$ cat src/rtl/srs_pkg.sv
// ----------------------------------------------------------------------------
// srs_pkg: shared types and constants for the sorted ring set
// Opcodes, status codes, controller states and the command bus that drives
// the row of storage cells.
// ----------------------------------------------------------------------------
package srs_pkg;

    localparam int OPC_W    = 2;
    localparam int DATA_W   = 32;
    localparam int STEPS_W  = 16;
    localparam int STATUS_W = 3;

    // input item: opcode, value, steps, padded to whole bytes
    localparam int IN_W       = OPC_W + DATA_W + STEPS_W;
    localparam int IN_TDATA_W = ((IN_W + 7) / 8) * 8;

    // cells per registered group of the cursor read-out
    localparam int GRP_SIZE = 8;

    typedef enum logic [OPC_W-1:0] {
        OP_INSERT = 2'd0,
        OP_CLEAR  = 2'd1,
        OP_REMOVE = 2'd2,
        OP_MOVE   = 2'd3
    } t_op;

    typedef enum logic [STATUS_W-1:0] {
        ST_OK    = 3'd0,
        ST_DUP   = 3'd1,
        ST_EMPTY = 3'd2,
        ST_NOCUR = 3'd3,
        ST_FULL  = 3'd4
    } t_status;

    typedef enum logic [2:0] {
        S_IDLE,
        S_EXEC,
        S_DIV,
        S_GATHER,
        S_EMIT
    } t_state;

    typedef enum logic [1:0] {
        CELL_HOLD,
        CELL_INSERT,
        CELL_REMOVE
    } t_cell_op;

    typedef struct packed {
        t_cell_op                 op;
        logic signed [DATA_W-1:0] value;
    } t_cell_cmd;

    typedef struct packed {
        logic lt;
        logic eq;
    } t_cell_flags;

endpackage

$ cat src/rtl/srs_cell.sv
// ----------------------------------------------------------------------------
// srs_cell: one storage cell of the sorted ring set
// Holds one entry, compares it with the broadcast value and takes its
// neighbor's entry when the row shifts on insert or remove.
// ----------------------------------------------------------------------------
module srs_cell
    import srs_pkg::*;
(
    input  logic                     i_clk,
    input  t_cell_cmd                i_cmd,
    input  logic                     i_live,
    input  logic                     i_at_or_after,
    input  logic                     i_prev_lt,
    input  logic signed [DATA_W-1:0] i_prev_val,
    input  logic signed [DATA_W-1:0] i_next_val,
    output logic signed [DATA_W-1:0] o_val,
    output t_cell_flags              o_flags
);

    logic signed [DATA_W-1:0] r_val;
    logic signed [DATA_W-1:0] n_val;

    assign o_val      = r_val;
    assign o_flags.lt = i_live && (r_val < i_cmd.value);
    assign o_flags.eq = i_live && (r_val == i_cmd.value);

    always_comb begin
        n_val = r_val;
        unique case (i_cmd.op)
            CELL_INSERT: begin
                // the first cell not below the new value takes it; later cells shift up
                if (!o_flags.lt) begin
                    n_val = i_prev_lt ? i_cmd.value : i_prev_val;
                end
            end
            CELL_REMOVE: begin
                if (i_at_or_after) begin
                    n_val = i_next_val;
                end
            end
            default: begin
                n_val = r_val;
            end
        endcase
    end

    always_ff @(posedge i_clk) begin
        r_val <= n_val;
    end

endmodule

$ cat config.mk
export PLATFORM = sky130hd
export DESIGN_NAME = srs_cell
export DESIGN_NICKNAME = d
export VERILOG_FILES = /design/src/rtl/srs_pkg.sv /design/src/rtl/srs_cell.sv
export SDC_FILE = /design/constraint.sdc
export NUM_CORES = 1
export LEC_CHECK = 0
export BUFFER_PORTS_ARGS = -buffer_cell sky130_fd_sc_hd__buf_4
export CAP_MARGIN = 20
export CORE_AREA = 3 3 79 81
export DETAILED_ROUTE_END_ITERATION = 16
export DIE_AREA = 0 0 82 84
export PLACE_DENSITY = 0.79
export SLEW_MARGIN = 20
export SYNTH_ARGS = -nofsm -noshare
export SYNTH_HDL_FRONTEND = slang
export SYNTH_SLANG_ARGS = --single-unit
$ cat constraint.sdc
create_clock -name i_clk -period 6.6 [get_ports i_clk]
set_clock_uncertainty 0.1 [all_clocks]
set_input_delay 0.99 -clock i_clk [delete_from_list [all_inputs] [get_ports i_clk]]
set_output_delay 0.99 -clock i_clk [all_outputs]
set_load 0.005 [all_outputs]
# == Word level (Yosys, flattened, before mapping) ==
# Index checks and enable logic that the tools add are counted.
# classes
n_addsub,0
multipliers,0
div_mod_pow,0
magnitude_cmp,1
n_eq_ne,5
shift,0
mux,4
bitwise,0
n_reduce_logical,4
# ops
operator,n
$mux W32,3
$pmux W32 S2,1
$eq A32 B32 Y1,1
$lt A32 B32 Y1,1
$ne A2 B2 Y1 const B,2
$reduce_and A3 Y1,1
$eq A2 B1 Y1 const B,1
$eq A2 B2 Y1 const B,1
$logic_and A1 B1 Y1,2
$reduce_bool A2 Y1,1
# word_totals
ff_bits,32
latchBits,0
ramBits,0
rom_bits,0
output_inout_bits,34
elab_cells,15
mem_count,0

# == Longest topological paths before layout ==
# logic_depth
depth_word,4
ltp_mapped,8
depth_no_buf,8

# == Worst setup path before layout ==
# OpenSTA, ideal clock, no wires.
# synth_timing
kind,in2reg
from,input i_cmd[14] (netlist bit)
to,"register r_val[0] (netlist: o_val[0]), enable pin"
setup_ns,0.470
t_arrival_ns,4.630
required_time_ns,6.030
setup_slack_ns,1.400
cell_stages,8
path_buffers,0
cell_sequence,inv_1 > ha_1 > nand4_2 > nor4_2 > a21bo_2 > a31oi_4 > a2111oi_1 > a211oi_1
# synth_via
elab_chain_cells,4
# synth_lines
element,line_no,source
start: declaration,srs_cell.sv:10,"input t_cell_cmd i_cmd,"
$lt A32 B32 Y1,srs_cell.sv:24,assign o_flags.lt = i_live && (r_val < i_cmd.value);
$logic_and A1 B1 Y1,srs_cell.sv:24,
$ne A2 B2 Y1 (no line),--,
$reduce_and A3 Y1 (no line),--,
end signal: assignment,srs_cell.sv:48,r_val <= n_val;
end: declaration,srs_cell.sv:20,logic signed [DATA_W-1:0] r_val;
# No other way between the ends.
# A chain may end at the register's enable or synchronous reset.

==> impl_metrics.yaml <==
status:
  status: "complete, no violations"
synthesis:
  syn_area_per_cell_um2: 9.46
  synthDistinctLibCells: 27
  ys.flop_type: "edfxtp_1"
  synthCells: 265
  syn_area_um2: 2510
  synth_top_area_share_pct: 38.3
  yosysMostFrequentCell: "nand2_1"
  seq_area_frac_synth_pct: 38.3
  netlist_top_cells_area: "edfxtp_1 38%, ha_1 16%, mux2i_1 13%"
  syn_nets: 399
  ys_warn_count: 0
  synth_area_leader_cell: "edfxtp_1"
  synthArstFlopShare_pct: 0
  synth_commonest_cells: "45 x nand2_1, 35 x o21ai_0, 33 x mux2i_1"
  synth_edf_count: 32
  synth_seq_cells: 32
sta:
  setup_viol: 0
  finalSetupTns_ns: 0
  max_freq_mhz: 262
  max-slew-margin-rel_pct: 60.9
  period_minus_slack_ns: 3.82
  rsz0062_at_grt: "false"
  finalCritPeriodShare_pct: 57.9
  tightest_slew_ns: 0.585
  drv_slew: 0
  hold_violations: 0
worst_setup_path:
  crit_slowest_cell: "nor4_1"
  timing.critical_path.buf_inv: 3
  cpPeakStageDelay_ns: 0.41
  reg2reg_to: "o_val[31]"
  r2r_start: "o_val[31]"
  crit_required_ns: 5.51
  r2r_slack_ns: 3.49
  cp_common_cell: "buf_4"
  r2r_cells: 8
  path_delay_family: "simple AND/OR/NAND/NOR gates"
  setup.worst_path.class: "input pin to output port"
  cp-end-kind: "output port"
  cp.arrival_ns: 2.73
  cp_max_fo: 4
  worstPathCellList: "buf_4, inv_1, ha_1, nand4_2, nor4_1, nand2_1, a31oi_4, nor2_1, mux2i_1, buf_4"
  startpoint_type: "input pin"
global_routing:
  grt_pass1_wl_um: 10700
  gr-total-overflow: 0
  antenna_found_initial: 0
  grtUsageTotal_pct: 20.0
  grt_max_degree: 55
  grt_pass1_vias: 2387
route:
  drc: 0
  wl_met3_um: 453
  drt-pass1-iter-count: 4
  wl_per_cell_um: 14.7
  top_layer: "met4"
  num_vias: 2369
  drt_wl_total_um: 6910
  ant_nets: 0
  wl_met2_um: 3640
  avgViaCountPerCell: 5.03
  drt_iter0_markers: 73
  drt-met1-wl_um: 2730
layout:
  final_nets: 532
  finalNonFillerCells: 471
  seq_area_um2: 961
  area_delta_synth_final_pct: 47.8
  layout-drive-gt1-share_pct: 37.8
  fill_cells: 474
  largest_reg_flops: 32
  multi_input_area_um2: 1400
  diodes: 0
clock_tree:
  clk_pin_slew_ns: 0.07
  htreeDepth: 2
  cts_tree: "built"
  cts_resized: 0
  hold_buffers: 0
  numClockSinks: 32
  root_buffer: "clkbuf_8"
  cts_made_buffers: 5
  cts.path.max_buffers: 2
  cts_setup_buffers: 0
  clk_latency_ns: 0.28
worst_hold_path:
  worstHoldPathType: "input pin to register"
  min_path_cells: 3
  min_to: "o_val[7]"
  hp-start: "i_next_val[7]"
floorplanning:
  ios: 136
  row_count: 27
  coreArea_um2: 5540
  die-area_um2: 6890
  die_width_um: 82
  initial_core_util_pct: 45.3
  fp.dieH_um: 84
job:
  maxCapViolCount: 0
placement:
  io_buffers: 135
  gp_congestion: 0.787
  placedCellCount: 463
  dp_hpwl_um: 5690
power_and_ir_drop:
  peakVddDrop_mv: 0.137
  power_per_cell_area_nw_per_um2: 170
  p_leak_nw: 1.83
==> where the power goes <==
| group | switching [mW] | total (mW) | internal, mW |
|---|---|---|---|
| registers | 0.0100 | 0.259 | 0.249 |
| logic | 0.0863 | 0.187 | 0.101 |
| clock network | 0.0727 | 0.183 | 0.110 |
==> tightest hold or removal path: stages <==
cell     delay [ns]
buf_4          0.07
nand2_1        0.03
o21ai_0        0.05
==> through the flow <==
stage | setup slack, ns | total power [mW] | hold slack (ns) | utilization, % | area [um2]
finish | 2.78 | 0.629 | 0.877 | 66.9 | 3710
global route | 2.59 | 0.668 | 0.879 | 66.9 | 3710
CTS | 2.76 | 0.634 | 0.874 | 66.9 | 3710
detailed placement | 2.75 | 0.452 | 0.981 | 65.0 | 3600
global placement | 2.78 | 0.446 | 0.960 | 65.0 | 3600
floorplan | 1.40 | 0.350 | 1.08 | - | 2510
==> area by class of cell <==
type / count / area share [%]
tap: 72 / 2.43
timing repair buffer: 137 / 27.8
clock buffer: 5 / 1.86
clock inverter: 3 / 1.01
inverter: 32 / 3.24
multi-input combinational: 190 / 37.8
sequential: 32 / 25.9
==> per-layer routing <==
layer | vias up | track usage, %
met3 | 6 | 3.46
met1 | 1079 | 22.9
met4 | 0 | 6.19
met2 | 79 | 36.6
met5 | - | 0
li1 | 1205 | -
==> how the worst max path moves through the flow <==
stage | start | endpoint | slack, ns | cells after the start
2_1_floorplan | i_cmd[14] | o_val[0] | 1.40 | 8
3_3_place_gp | i_cmd[31] | o_flags[1] | 2.78 | 10
3_5_place_dp | i_cmd[31] | o_val[30] | 2.75 | 10
4_1_cts | i_cmd[31] | o_flags[1] | 2.76 | 10
5_1_grt | i_cmd[31] | o_flags[1] | 2.59 | 10
6_report | i_cmd[31] | o_flags[1] | 2.78 | 10
==> cell families (layout without fill, tap and decap cells) <==
family / Yosys count / after routing / synth area share [%]
mux: 33 / 33 / 13.2
simple gates: 65 / 65 / 12.0
flops: 32 / 32 / 38.3
buf+inv: 43 / 177 / 6.64
compound gates: 60 / 60 / 13.9
fa+ha+maj: 32 / 32 / 16.0
==> layout by cell type (no fill, tap or decap) <==
| cell type | synthesis | final |
|---|---|---|
| ha_1 | 32 | 32 |
| mux2i_1 | 33 | 33 |
| nand4_2 | 3 | 3 |
| edfxtp_1 | 32 | 32 |
| nand2_1 | 45 | 45 |
| a211oi_4 | 0 | 1 |
| a21bo_2 | 1 | 1 |
| a2bb2oi_1 | 1 | 1 |
| a31oi_4 | 1 | 1 |
| bufinv_16 | 0 | 1 |
| a211oi_1 | 3 | 2 |
| nor2b_1 | 3 | 2 |
| nand3_1 | 1 | 1 |
| nor4_1 | 1 | 1 |
| o21a_1 | 1 | 1 |
| and3_1 | 1 | 1 |
| nand2b_1 | 1 | 1 |
| a221oi_1 | 1 | 1 |
| a21oi_1 | 14 | 14 |
| o211ai_1 | 2 | 2 |
| nor2_1 | 7 | 7 |
| nor4_2 | 1 | 1 |
| clkinv_1 | 0 | 2 |
| a2111oi_1 | 1 | 1 |
| buf_4 | 0 | 137 |
| nand4_1 | 2 | 2 |
| o21ai_0 | 35 | 35 |
| nor2b_4 | 0 | 1 |
| clkbuf_8 | 0 | 5 |
| inv_1 | 32 | 32 |
(Power assumes the default switching activity.)
