**src/rtl/srs_pkg.sv**
```systemverilog
// ----------------------------------------------------------------------------
// srs_pkg: shared types and constants for the sorted ring set
// Opcodes, status codes, controller states and the command bus that drives
// the row of storage cells.
// ----------------------------------------------------------------------------
package srs_pkg;

    localparam int OPC_W    = 2;
    localparam int DATA_W   = 32;
    localparam int STEPS_W  = 16;
    localparam int STATUS_W = 3;

    // input item: opcode, value, steps, padded to whole bytes
    localparam int IN_W       = OPC_W + DATA_W + STEPS_W;
    localparam int IN_TDATA_W = ((IN_W + 7) / 8) * 8;

    // cells per registered group of the cursor read-out
    localparam int GRP_SIZE = 8;

    typedef enum logic [OPC_W-1:0] {
        OP_INSERT = 2'd0,
        OP_CLEAR  = 2'd1,
        OP_REMOVE = 2'd2,
        OP_MOVE   = 2'd3
    } t_op;

    typedef enum logic [STATUS_W-1:0] {
        ST_OK    = 3'd0,
        ST_DUP   = 3'd1,
        ST_EMPTY = 3'd2,
        ST_NOCUR = 3'd3,
        ST_FULL  = 3'd4
    } t_status;

    typedef enum logic [2:0] {
        S_IDLE,
        S_EXEC,
        S_DIV,
        S_GATHER,
        S_EMIT
    } t_state;

    typedef enum logic [1:0] {
        CELL_HOLD,
        CELL_INSERT,
        CELL_REMOVE
    } t_cell_op;

    typedef struct packed {
        t_cell_op                 op;
        logic signed [DATA_W-1:0] value;
    } t_cell_cmd;

    typedef struct packed {
        logic lt;
        logic eq;
    } t_cell_flags;

endpackage

```
**src/rtl/srs_mod.sv**
```systemverilog
// ----------------------------------------------------------------------------
// srs_mod: serial remainder unit
// Restoring division of the step count by the entry count, one quotient
// bit per cycle; only the remainder is kept.
// ----------------------------------------------------------------------------
module srs_mod
    import srs_pkg::*;
#(
    parameter int CW = 7
) (
    input  logic               i_clk,
    input  logic               i_rst_n,
    input  logic               i_start,
    input  logic [STEPS_W-1:0] i_dividend,
    input  logic [CW-1:0]      i_divisor,
    output logic               o_done,
    output logic [CW-1:0]      o_rem
);

    localparam int CNT_W = $clog2(STEPS_W);

    logic               r_busy;
    logic               r_done;
    logic [CNT_W-1:0]   r_cnt;
    logic [STEPS_W-1:0] r_dvd;
    logic [CW-1:0]      r_div;
    logic [CW-1:0]      r_rem;
    logic [CW:0]        w_trial;
    logic [CW:0]        w_diff;

    assign w_trial = {r_rem, r_dvd[STEPS_W-1]};
    assign w_diff  = w_trial - {1'b0, r_div};
    assign o_done  = r_done;
    assign o_rem   = r_rem;

    always_ff @(posedge i_clk) begin
        if (!i_rst_n) begin
            r_busy <= 1'b0;
            r_done <= 1'b0;
            r_cnt  <= '0;
        end else begin
            r_done <= 1'b0;
            if (i_start) begin
                r_busy <= 1'b1;
                r_cnt  <= '0;
            end else if (r_busy) begin
                r_cnt <= r_cnt + 1'b1;
                if (r_cnt == CNT_W'(STEPS_W - 1)) begin
                    r_busy <= 1'b0;
                    r_done <= 1'b1;
                end
            end
        end
    end

    always_ff @(posedge i_clk) begin
        if (i_start) begin
            r_dvd <= i_dividend;
            r_div <= i_divisor;
            r_rem <= '0;
        end else if (r_busy) begin
            r_dvd <= {r_dvd[STEPS_W-2:0], 1'b0};
            // subtract when the trial remainder reaches the divisor
            if (w_trial >= {1'b0, r_div}) begin
                r_rem <= w_diff[CW-1:0];
            end else begin
                r_rem <= w_trial[CW-1:0];
            end
        end
    end

endmodule

```
**config.mk**
```make
export PLATFORM = sky130hd
export DESIGN_NAME = srs_mod
export DESIGN_NICKNAME = d
export VERILOG_FILES = /design/src/rtl/srs_pkg.sv /design/src/rtl/srs_mod.sv
export SDC_FILE = /design/constraint.sdc
export NUM_CORES = 1
export LEC_CHECK = 0
export BUFFER_PORTS_ARGS = -buffer_cell sky130_fd_sc_hd__buf_2
export CAP_MARGIN = 0
export CORE_ASPECT_RATIO = 1.5
export CORE_MARGIN = 2
export CORE_UTILIZATION = 55
export DETAILED_ROUTE_END_ITERATION = 8
export GPL_ROUTABILITY_DRIVEN = 1
export HOLD_SLACK_MARGIN = 0.08
export PLACE_DENSITY_LB_ADDON = 0.15
export RECOVER_POWER = 100
export SLEW_MARGIN = 10
export SYNTH_ARGS = -nofsm -noshare
export SYNTH_HDL_FRONTEND = slang
export SYNTH_SLANG_ARGS = --single-unit
```
**constraint.sdc**
```tcl
create_clock -name i_clk -period 2.4 [get_ports i_clk]
set_input_delay 0.12 -clock i_clk [delete_from_list [all_inputs] [get_ports i_clk]]
set_output_delay 0.12 -clock i_clk [all_outputs]
set_load 0.005 [all_outputs]
```
* Word-level counts from Yosys, hierarchy flattened
Cells that the tools add are included.
** Cells by class
- Bitwise logic cells :: 2
- $lt $le $gt $ge :: 1
- Reductions and logical operators :: 3
- $add $sub $neg :: 2
- Multiplexer cells :: 7
- Equal/unequal tests :: 1
** Operator list (number)
- $mux 16 :: 2
- $ge 8x7->1 :: 1
- $mux 7 :: 1
- $sub 7x7->7 :: 1
- $add 4x1->4 const B :: 1
- $eq 4x4->1 const B :: 1
- $mux 1 :: 4
- $reduce_or 3->1 :: 1
- $not 1->1 :: 2
- $reduce_bool 2->1 :: 1
- $reduce_or 2->1 :: 1
** Word-level totals
- Logic and storage cells :: 22
- Register bits :: 36

* Depth between registers and ports, before layout
Gate-level depths: netlist of the first run.
- Depth in word-level cells :: 4
- Gate-level depth with buffers :: 9
- Gate-level depth less buffers :: 8

* Worst setup path before layout of the first run
OpenSTA, ideal clock, no wires.
- Path kind :: reg2reg
- Start point :: register r_dvd[15]
- End point :: register r_rem[2] (netlist: o_rem[2])
- Path slack :: 0.428 ns
- Stages on the path, launching flop included :: 10
- Buffers on the path :: 1
- Clock period less this slack :: 1.972 ns
- Arrival :: 1.852 ns
- Library setup time :: 0.120 ns
- Cell sequence :: edfxtp_1 inv_1 ha_1 inv_1 fa_1 a211oi_2 or3_1 buf_6 a311oi_1 a211o_1
** Between the ends
- Longest elaborated chain between the ends :: 2
- Elaborated cells between the ends (all ways) :: 3
- Those cells by class :: 1 x add/sub; 1 x order compare; 1 x mux
** Ends and longest elaborated chain
- from (decl) :: line srs_mod.sv:25 : logic [STEPS_W-1:0] r_dvd;
- from (signal assigned) :: line srs_mod.sv:58 : r_dvd <= i_dividend;
- from (signal assigned) :: line srs_mod.sv:62 : r_dvd <= {r_dvd[STEPS_W-2:0], 1'b0};
- $sub 7x7->7 or $ge 8x7->1 (tied branches) :: line srs_mod.sv:32, srs_mod.sv:64
- $mux 7 * :: line srs_mod.sv:64 : if (w_trial >= {1'b0, r_div}) begin
- to (signal assigned) :: line srs_mod.sv:65 : r_rem <= w_diff[CW-1:0];
- to (signal assigned) :: line srs_mod.sv:67 : r_rem <= w_trial[CW-1:0];
- to (decl) :: line srs_mod.sv:27 : logic [CW-1:0] r_rem;
Mark *: on every way between the ends. The rest lies on a longest branch, timed or not.
A chain may end at the register's enable or synchronous reset.

* Worst setup path in the final report of the first run
Same ends and word-level chain as after synthesis.

==> reports/summary.md, run 1 <==
The run finished with clean final reports. The most common cell in the synthesized netlist is edfxtp_1. Data on the critical path arrives at its endpoint at 2330 ps.

The die area is 3910 sq um, and the setup TNS is 0 ps. The count of TritonRoute iterations in the first routing pass was 4. The aggregate global-route resource usage came out at 0.222. The run gives 1.09 mW as the internal cell power. Across the run, the number of max-cap violations was 0. Along the worst path, the maximum fanout reaches 9.

The worst setup path is captured at a flip-flop. In the final routed layout, each cell accounts on average for 14.7 microns. The fraction of layout instances using a drive strength above 1 was 0.290; the post-route cell area was 2260 sq um. The clock reaches the later pin of the worst-skew pair after 290 ps. Power comes to 1.44 mW. Library cell with the largest summed area after synthesis: edfxtp_1.

The run gives 0.159 as the part of the power in combinational logic. The CTS root buffer was clkbuf_8. In this run the standard cell core region covers 3350 sq um. Proportion of power drawn by the clock network: 0.326.

The headroom to the max-slew limit was 0.297; the share of power burned in registers was 0.515. Setup repair after global routing left no endpoint under its margin. The die height is 75.5 microns. The prevailing post-synth register cell is edfxtp_1. For the final routed wirelength across all metal layers, the log shows 3710 microns. The category of the worst setup path launch point is a flip-flop.

Standard-cell row count: 26. The clock passes through at most 2 buffers. From synthesis to final layout, the design area changed by 20.5%.

The final hold violation count came out at 0. The tightest min-delay check is of the input pin to flip-flop type. Post-route antenna net violation count: 0. Counting flops and latches in the post-synthesis netlist gives 36.

The pin count of the biggest net entering global routing is 23, and the clock input transition at the sequential cells of the worst setup and hold paths is 70 ps. The instance count of the mapped netlist was 164; the power per standard cell area was 636 nW/um^2. In the post-synthesis netlist, the biggest area contributors are edfxtp_1 37%, dfxtp_1 14%, mux2_2 9.0%. Broken down by cell family, the worst path's largest delay share belongs to compound AO/OA/AOI/OAI gates. The number of H-tree branching levels is 2, and the number of buffers created by CTS is 5. The signal on the critical path passes through inv_1 -> ha_1 -> inv_1 -> fa_1 -> a211oi_2 -> or3_1 -> a311oi_1 -> a211o_1. Net total in the final layout: 244.

At the pin with the least slew margin, the transition time is 1050 ps. The fraction of registers with async set or reset after synthesis is 0. The run gives 8 as the hold buffer count at cts. The initial antenna violation count was 0; the buffer and inverter count on the worst path was 2.

TritonCTS built the clock tree. The sequential area share after synthesis is 0.507. Half-perimeter wire length after placement: 2690 microns. Among the stages of the critical path, the cell type that occurs most often is inv_1.

In this run the cell area measured after placement is 2090 sq um. Counting instances in the post-synthesis netlist gives the leading cell types as 23 x edfxtp_1, 15 x mux2_2, 13 x dfxtp_1, 13 x nor2_1, 12 x inv_1. VDD sags by at most 418 uV. met2 is the most crowded layer. The worst setup path is of the flip-flop to flip-flop kind. The number of ports placed on the die boundary is 34.

The tools report the global routing usage on met2 as 0.402. The logs give 199 for the net count after synthesis and 0.347 mW for the switching power total. The first routing iteration left 49 violations. The run gives 0.920 nW as the standby leakage power.

Average cell area after synthesis: 11.4 sq um. The post-route clock skew is 5.73 ps. In this run, placement finished with an instance count of 236. Post-layout instance count excluding filler cells: 252. The share of the clock period used by the worst path after layout works out to 0.898. The slowest stage of the critical path is the fa_1 cell.

Input and output buffers added on the ports amount to 33. The per-cell via count in the routed design was 5.65; the placer's final routability congestion estimate was 0.932. The post-cts gate resize count is 0. Yosys printed 0 warnings.

The logs give 1404 for the via count of the first global-routing pass and 0.0490 for the met3 global-route usage. The number of setup buffers added after CTS is 0. The DRC violation count after routing is 0. For the utilization of the core after routing, the log shows 0.675.

For this design, the sink count on the clock tree is 36. The required arrival time at the worst endpoint was 2580 ps; the effective utilization at floorplan was 0.560. The share of the synthesized area in the top cell type is 0.368. After synthesis, the netlist uses 41 different library cells. The net switching fraction of the power was 0.241; the delay of the slowest cell on the worst path was 420 ps. The setup-violating endpoint count in the final report is 0. The netlist area before placement is 1880 sq um. The final count of pins violating max slew is 0, and the antenna diode count is 0.

The total overflow left after global routing is 0. The vias after detailed routing is 1424. In this run the horizontal extent of the chip is 51.7 microns. The number of enable flip-flop cells after synthesis was 23; the upper clock frequency limit was 0.464 GHz. The logs give 0.231 for the met1 usage and 6210 microns for the wire length of the first global-routing pass.

The routed design could run at a clock period as short as 2160 ps.
-- cell usage in the layout, fill, tap and decap left out, types with 7 or more instances in the layout --
| cell | synthesis | final |
|---|---|---|
| clkbuf_8 | 0 | 7 |
| nor3b_1 | 8 | 8 |
| ha_1 | 8 | 8 |
| mux2_2 | 15 | 15 |
| nand2_1 | 8 | 8 |
| edfxtp_1 | 23 | 23 |
| dlygate4sd3_1 | 0 | 8 |
| buf_2 | 0 | 31 |
| nor2_1 | 13 | 13 |
| dfxtp_1 | 13 | 13 |
| inv_1 | 12 | 12 |
-- registers in the layout, indices dropped and copies added (netlist names) --
| signal | count |
|---|---|
| o_done | 1 |
| o_rem | 7 |
| r_busy | 1 |
| r_cnt | 4 |
| r_div | 7 |
| r_dvd | 16 |
-- cell type report --
class | count | area (sq um)
Sequential cell | 36 | 951
Tap cell | 42 | 52.6
Inverter | 12 | 45.0
Clock buffer | 8 | 100
Multi-Input combinational cell | 109 | 847
Fill cell | 261 | 1090
Timing Repair Buffer | 45 | 265
-- final timing paths --
check / end / from / slack (ps) / cells past startpoint
worst max-delay path: o_rem[2]$_SDFFE_PP0P_ / r_dvd[15]$_DFFE_PP_ / 240 / 8
worst min-delay path: r_dvd[0]$_SDFFCE_PN0P_ / i_dividend[0] / 120 / 2
worst max register to register: o_rem[2]$_SDFFE_PP0P_ / r_dvd[15]$_DFFE_PP_ / 240 / 8
worst min register to register: o_done$_SDFF_PP0_ / r_cnt[3]$_SDFFE_PP0P_ / 470 / 2
-- stage by stage --
step,hold slack (ps),setup slack (ps)
global route,118,94.3
global placement,296,363
floorplan,219,428
finish,119,244
detailed placement,299,267
CTS,109,249
-- power by group through the flow --
| stage | Combinational, mW | Sequential, mW | Clock (mW) |
|---|---|---|---|
| 2_1_floorplan | 0.156 | 0.740 | 0 |
| 3_3_place_gp | 0.212 | 0.751 | 0 |
| 3_5_place_dp | 0.219 | 0.753 | 0 |
| 4_1_cts | 0.230 | 0.740 | 0.484 |
| 5_1_grt | 0.254 | 0.744 | 0.514 |
| 6_report | 0.229 | 0.740 | 0.469 |
-- routing by layer --
layer	part of all wire	vias up
met5	0	-
met4	0.029	0
met3	0.039	9
met2	0.55	43
met1	0.39	674
li1	-	698
-- kinds of logic (layout without fill, tap and decap cells) --
group | after synthesis | count (layout) | synth area share
fa+ha+maj | 9 | 9 | 0.0640
simple gates | 46 | 46 | 0.133
mux | 16 | 16 | 0.0953
buf+inv | 19 | 65 | 0.0420
flops | 36 | 36 | 0.507
xor+xnor | 5 | 5 | 0.0233
compound gates | 33 | 33 | 0.135
-- worst register-to-register path, cell delays in order, from the launching register on --
cell and delay (ps):
edfxtp_1 360, inv_1 80, ha_1 180, inv_1 70, fa_1 420, a211oi_2 240, or3_1 310, a311oi_1 160
a211o_1 250
Note: power is estimated with default switching activity, not from simulation.
==> run 2: changes to the inputs <==
ABC_AREA = 1   (was default)
==> reports/summary.md, run 2 <==
The flow ran to the end, and the final reports show no timing, DRC or antenna violations. The count of yosys warnings during synthesis came out at 0. Together, buffers and inverters on the worst path number 2. The minimum period implied by the final worst setup slack is 1950 ps.

The total area inside the core boundary comes to 3190 sq um. The fraction of registers with async set or reset after synthesis was 0. The logs give 298 for the net total in the final layout and 0 for the post-cts gate resize count.

The sum of overflow across all layers after global routing is 0, and the area used by sequential logic in the layout is 951 sq um. The first global-routing pass estimated 6080 microns of wire. CTS saw 36 sinks. The fraction of layout instances using a drive strength above 1 is 0.159. The logs give 280 ps for the insertion delay to the later sink of the worst-skew pair and 252 for the net count after synthesis.

The maximum buffer depth of the clock tree was 2; the via count of the first global-routing pass was 1454. From bottom edge to top edge, the die measures 74.9 microns. Largest fanout of any net on the critical path: 9.

The standby leakage power is 1.12 nW. In the post-synthesis netlist, the cell with the most instances is nand2_1. The first detailed-routing pass ran for 4 iterations. The run gives 0.696 as the utilization of the core after routing. The tools report the headroom to the max-slew limit as 0.441. The placer's final routability congestion estimate was 0.785; the number of buffers created by CTS was 5. The per-cell via count in the routed design was 4.82. Walking the worst path, the cells encountered are inv_1 -> ha_1 -> inv_1 -> fa_1 -> nand2_1 -> nand2_1 -> nand2_1 -> nand2_1 -> nand2_4 -> nand2_1 -> nand2_1 -> nand3_1 -> o21ai_1. The register with the most flip-flops is r_dvd. Setup repair after global routing left no endpoint under its margin. During I/O placement, the number of pins put on the boundary was 34. The run gives 0 as the number of maximum-capacitance violations.

STA classifies the critical path startpoint as a flip-flop. The post-route cell area came out at 2220 sq um. The transition time of the tightest slew-check pin is 838 ps, and the number of buffers added for setup after CTS is 0. The die area was 3840 sq um.

The tools report the initial antenna violation count as 0. The root buffer cell chosen for the clock tree is clkbuf_8. The tools report the standard-cell row count as 25. The tools report the instance count of the mapped netlist as 217. The logs give 0 for the final count of pins violating max slew and 449 ps for the setup slack of the critical path after layout. Once detail routing completed, the nets flagged for antenna violations numbered 0.

TritonCTS built the clock tree. By startpoint and endpoint, the worst setup path is classified as flip-flop to flip-flop. The cell depth of the worst flop-to-flop path was 13; the post-layout instance count excluding filler cells was 304.

The register with the most flip-flops in the layout has 16 of them. For the pin count of the biggest net entering global routing, the log shows 21. Prior to clock tree synthesis, the placed netlist has a worst setup slack of 587 ps. The share of the clock period used by the worst path after layout was 0.813; the cell count of the worst hold path was 3. For the sequential area share after synthesis, the log shows 0.515. The library cells used most frequently in the layout, excluding fill and tap cells, are 89 x nand2_1, 30 x inv_1, 28 x buf_2, 23 x edfxtp_1, 16 x nand3_1. In this run the mean area of a mapped cell was 8.50 sq um.

The flip-flop and latch count after synthesis was 36. For the setup TNS, the log shows 0 ps. The mapped netlist covers 1850 sq um.

The total of buffers placed on input and output ports was 33. The cell repeated most along the worst path was nand2_1. The repair_antennas step left the layout with diodes totalling 0. The vias after detailed routing was 1466. The worst hold path belongs to the class input pin to flip-flop.

The logs give 0.217 for the aggregate global-route resource usage and 700 uV for the worst supply voltage drop on vdd. The power per standard cell area is 670 nW/um^2, and the clock input transition at the sequential cells of the worst setup and hold paths is 70 ps. At the worst endpoint, the required time is 2610 ps.

After detailed routing, the average wire length per cell comes to 11.6 microns. The setup-violating endpoint count in the final report was 0; the total of fill cells in the finished design was 286. The H-tree generated during clock tree synthesis spans 2 levels.

The area of the multi-input gates is 748 sq um, and the cell area reported after detailed placement is 2050 sq um. After detailed placement, the design holds a cell count of 288. The logs give 8 for the hold buffer count at cts and 0 for the final hold violation count. Number of different library cells in the post-synthesis netlist: 26. Prevailing post-synth register cell: edfxtp_1.

Sorting the synthesized cells by how often they occur yields 86 x nand2_1, 28 x inv_1, 23 x edfxtp_1. The tools report the final hold slack as 102 ps. Clock skew on the completed layout was measured at 6.08 ps.

The library cell used most frequently in the layout, excluding fill and tap cells, is nand2_1. edfxtp_1 takes more of the synthesized area than any other cell. Among cell families on the critical path, the largest total delay comes from simple AND/OR/NAND/NOR gates. Data arrives at the worst endpoint at 2160 ps.

Counting flops with a built-in enable in the synthesized netlist gives 23. From left edge to right edge, the die measures 51.3 microns. The delay of the slowest cell on the worst path was 410 ps. Summed over all layers, the routed wires come to 3520 microns. The detailed router finished its first iteration with 31 violations. The share of the synthesized area in the top cell type was 0.374; the total design power was 1.49 mW. After synthesis, the cell types taking the most area are edfxtp_1 37%, nand2_1 17%, dfxtp_1 14%.

After detailed routing, the number of remaining DRC violations is 0. In this run the number of cells on the critical path is 13. The area growth from synthesis to layout was 20.3%. The half-perimeter wire length after placement is 2550 microns. The cell with the largest stage delay on the worst path is fa_1. Timing would allow up to 0.513 GHz. STA classifies the critical path endpoint as a flip-flop. The effective utilization at floorplan is 0.578.
run 2: changes by cell type in the layout (fill, tap and decap cells not counted), sizes merged, moves of 5 or more:
cell | previous run | this run
nand2 | 8 | 90
inv | 12 | 32
mux2 | 15 | 0
nand3 | 2 | 16
nor2 | 13 | 5
nor3b | 8 | 0
nor3 | 1 | 7
a21oi | 1 | 6
buf | 33 | 28
run 2: cell type report:
cell class | instances | share of cell area
sequential | 36 | 0.428
tap | 40 | 0.0225
clock buffer | 6 | 0.0327
clock inverter | 2 | 0.0158
multi-input combinational | 146 | 0.337
inverter | 32 | 0.0541
timing repair buffer | 42 | 0.109
run 2: tightest hold or removal path, stage by stage:
cell and delay [ps]:
buf_2 80, nand2_1 50, inv_1 40
run 2: metal layers:
| metal | wire length (microns) | GRT usage |
|---|---|---|
| met1 | 1470 | 0.221 |
| met2 | 1870 | 0.421 |
| met3 | 112 | 0.0496 |
| met4 | 64 | 0.0877 |
| met5 | 0 | 0 |
run 2: power breakdown:
group | switching (mW) | leakage (nW) | internal [mW] | total (mW)
clock | 0.201 | 0.0552 | 0.308 | 0.508
sequential | 0.0226 | 0.339 | 0.714 | 0.737
combinational | 0.141 | 0.725 | 0.101 | 0.242
run 2: path summary, 6_finish.rpt:
check	start	endpoint	slack, ps
worst min-delay path	i_dividend[0]	r_dvd[0]$_SDFFCE_PN0P_	100
worst min register to register	o_rem[6]$_SDFFE_PP0P_	o_rem[6]$_SDFFE_PP0P_	500
worst max-delay path	r_dvd[15]$_DFFE_PP_	o_rem[0]$_SDFFE_PP0P_	450
worst max register to register	r_dvd[15]$_DFFE_PP_	o_rem[0]$_SDFFE_PP0P_	450
run 2: cells by family after synthesis:
kind of cell,Yosys count,share of synthesized area
AOI/OAI and AO/OA,11,0.0366
xor gates and xnor gates,2,0.00949
adders and majority gates,9,0.0651
buffers and inverters,35,0.0725
DFF,36,0.515
and+or+nand+nor,124,0.301
==> run 3: changes to the inputs <==
clock period = 1.85 ns   (was 2.4 ns; I/O delays follow)
==> reports/summary.md, run 3 (synthesis results as in run 2) <==
Highest routed metal layer: met4. For this run, the post-layout net count is 312. TritonCTS created 5 clock buffers. Once detailed placement completed, the half-perimeter wirelength came to 2490 microns. Number of H-tree branching levels: 2. Summed over all failing endpoints, the final setup total negative slack is 0 ps. In this run the worst setup path begins at r_dvd[15]$_DFFE_PP_. In the final routed layout, each cell accounts on average for 12.0 microns. The share of the clock period used by the worst path after layout was 0.967. The area growth from synthesis to layout is 29.6%. The repair_antennas step left the layout with diodes totalling 0. The initial antenna violation count was 0; the per-cell via count in the routed design was 4.92. The run gives 288 as the placed cell count. In this run the core area contains 25 standard-cell rows.

The post-route clock skew was 7.09 ps. Before antenna repair, the detailed router went through 4 iterations. Once detail routing completed, the nets flagged for antenna violations numbered 0. TritonCTS built the clock tree. In the detailed route, the total length drawn on met2 is 2070 microns.

Utilization of the core after routing: 0.750. In the layout the commonest cells are 84 x nand2_1, 27 x buf_2, 26 x inv_1, 23 x edfxtp_1, 20 x dlygate4sd3_1. For the insertion delay to the later sink of the worst-skew pair, the log shows 290 ps. For this design the static power due to leakage is 1.18 nW. In the final routing, the length of wire on met1 measures 1510 microns. The run gives 1511 as the via count of the first global-routing pass. The die is 51.3 microns wide. For the effective utilization at floorplan, the log shows 0.578.

Across the run, the number of max-cap violations was 0. The tools report the category of the worst setup path launch point as a flip-flop. After the first detailed-routing iteration, the DRC count stood at 35. The tools report the critical path endpoint category as a flip-flop.

The worst setup path is of the flip-flop to flip-flop kind. After global routing the overflow that remains totals 0. Headroom to the max-slew limit: 0.455. For the wire length of the first global-routing pass, the log shows 6280 microns.

The run gives 650 uV as the worst supply voltage drop on vdd. Clock tree synthesis found a total of 36 sinks. The die is 74.9 microns tall.

The final count of pins violating max slew is 0. The setup-violating endpoint count in the final report is 0. Leaving out fill and tap cells, the most frequent cell in the layout is nand2_1.

Aggregate global-route resource usage: 0.225. The startpoint of the worst register-to-register path was r_dvd[15]$_DFFE_PP_. After detailed routing, the met3 layer carries 140 microns of wire. The run finished with clean final reports. The final hold violation count is 0, and the minimum period implied by the final worst setup slack is 1790 ps. The tools report the required arrival time at the worst endpoint as 2030 ps. In this run the power density over the cells is 802 nW/um^2. Ranked by flip-flop count, first place goes to r_dvd. Entering global routing, the biggest net connects 21 pins. The signal arrival time at the worst endpoint was 1970 ps; the placer's final routability congestion estimate was 0.790. The upper clock frequency limit was 0.559 GHz; the largest fanout of any net on the critical path was 5. The final routed wirelength across all metal layers is 3810 microns. Setup repair after global routing could not meet its margin everywhere. Power comes to 1.92 mW. Leaving out filler cells and counting taps, the final layout contains 318. The die covers 3840 sq um.

Setup slack on the worst reg-to-reg path comes out at 60 ps. The vias after detailed routing is 1564, and the maximum buffer depth of the clock tree is 2. After floorplanning, the core was sized to cover 3190 sq um.

The total of buffers placed on input and output ports was 33; the transition time of the tightest slew-check pin was 818 ps. The startpoint identified for the worst hold timing path is i_dividend[12]. Worst hold path class: input pin to flip-flop.

The clock input transition at the sequential cells of the worst setup and hold paths is 70 ps. After detailed routing, the number of remaining DRC violations is 0. The fraction of layout instances using a drive strength above 1 came out at 0.201.

The number of flip-flops in the largest register is 16. The CTS root buffer was clkbuf_8. Pin placement for this block handled 34 I/O pins. Across all hold checks on the routed design, the worst slack comes to 83.1 ps.
==> run 3: routing by layer <==
layer  vias up  global-route usage
li1        814                   -
met1       710               0.241
met2        31               0.424
met3         9              0.0456
met4         0              0.0994
met5         -                   0
==> run 3: area by class of cell <==
cell class | count | area, sq um
Clock buffer | 8 | 100
Sequential cell | 36 | 951
Timing Repair Buffer | 55 | 369
Multi-Input combinational cell | 147 | 802
Fill cell | 266 | 798
Tap cell | 40 | 50.0
Inverter | 32 | 120
==> run 3: power by group <==
group          internal, mW  switching [mW]
registers             0.927          0.0306
clock network         0.339           0.255
logic                 0.163           0.204
total                  1.43           0.490
==> run 3: per-stage QoR <==
| step | setup slack, ps | cell area (sq um) |
|---|---|---|
| floorplan | 154 | 1850 |
| global placement | 83.8 | 2050 |
| detailed placement | 29.1 | 2050 |
| CTS | 15.0 | 2350 |
| global route | -95.4 | 2390 |
| finish | 60.1 | 2390 |
==> run 3: path summary, 6_finish.rpt <==
kind | depth (start not counted) | end
setup / recovery | 14 | o_rem[6]$_SDFFE_PP0P_
hold reg to reg | 2 | o_rem[6]$_SDFFE_PP0P_
hold / removal | 3 | r_dvd[12]$_DFFE_PP_
setup reg to reg | 14 | o_rem[6]$_SDFFE_PP0P_
==> run 3: critical path, cell delays in order, from the launching register on <==
cell	delay (ps)
edfxtp_1	380
inv_2	90
ha_4	120
inv_2	40
fa_2	380
nand2_2	70
nand2_2	60
nand2_2	100
nand2_4	60
nand2_4	100
nand3_2	70
nand2_1	70
inv_1	30
nand2_1	40
nand2_1	40
==> run 3: timing repair <==
action | in CTS | in global routing
resized for setup | 0 | 10
setup buffers | 0 | 1
endpoints found under the setup margin | 0 | 7
hold buffers | 20 | 0
hold endpoints to repair | 20 | 0
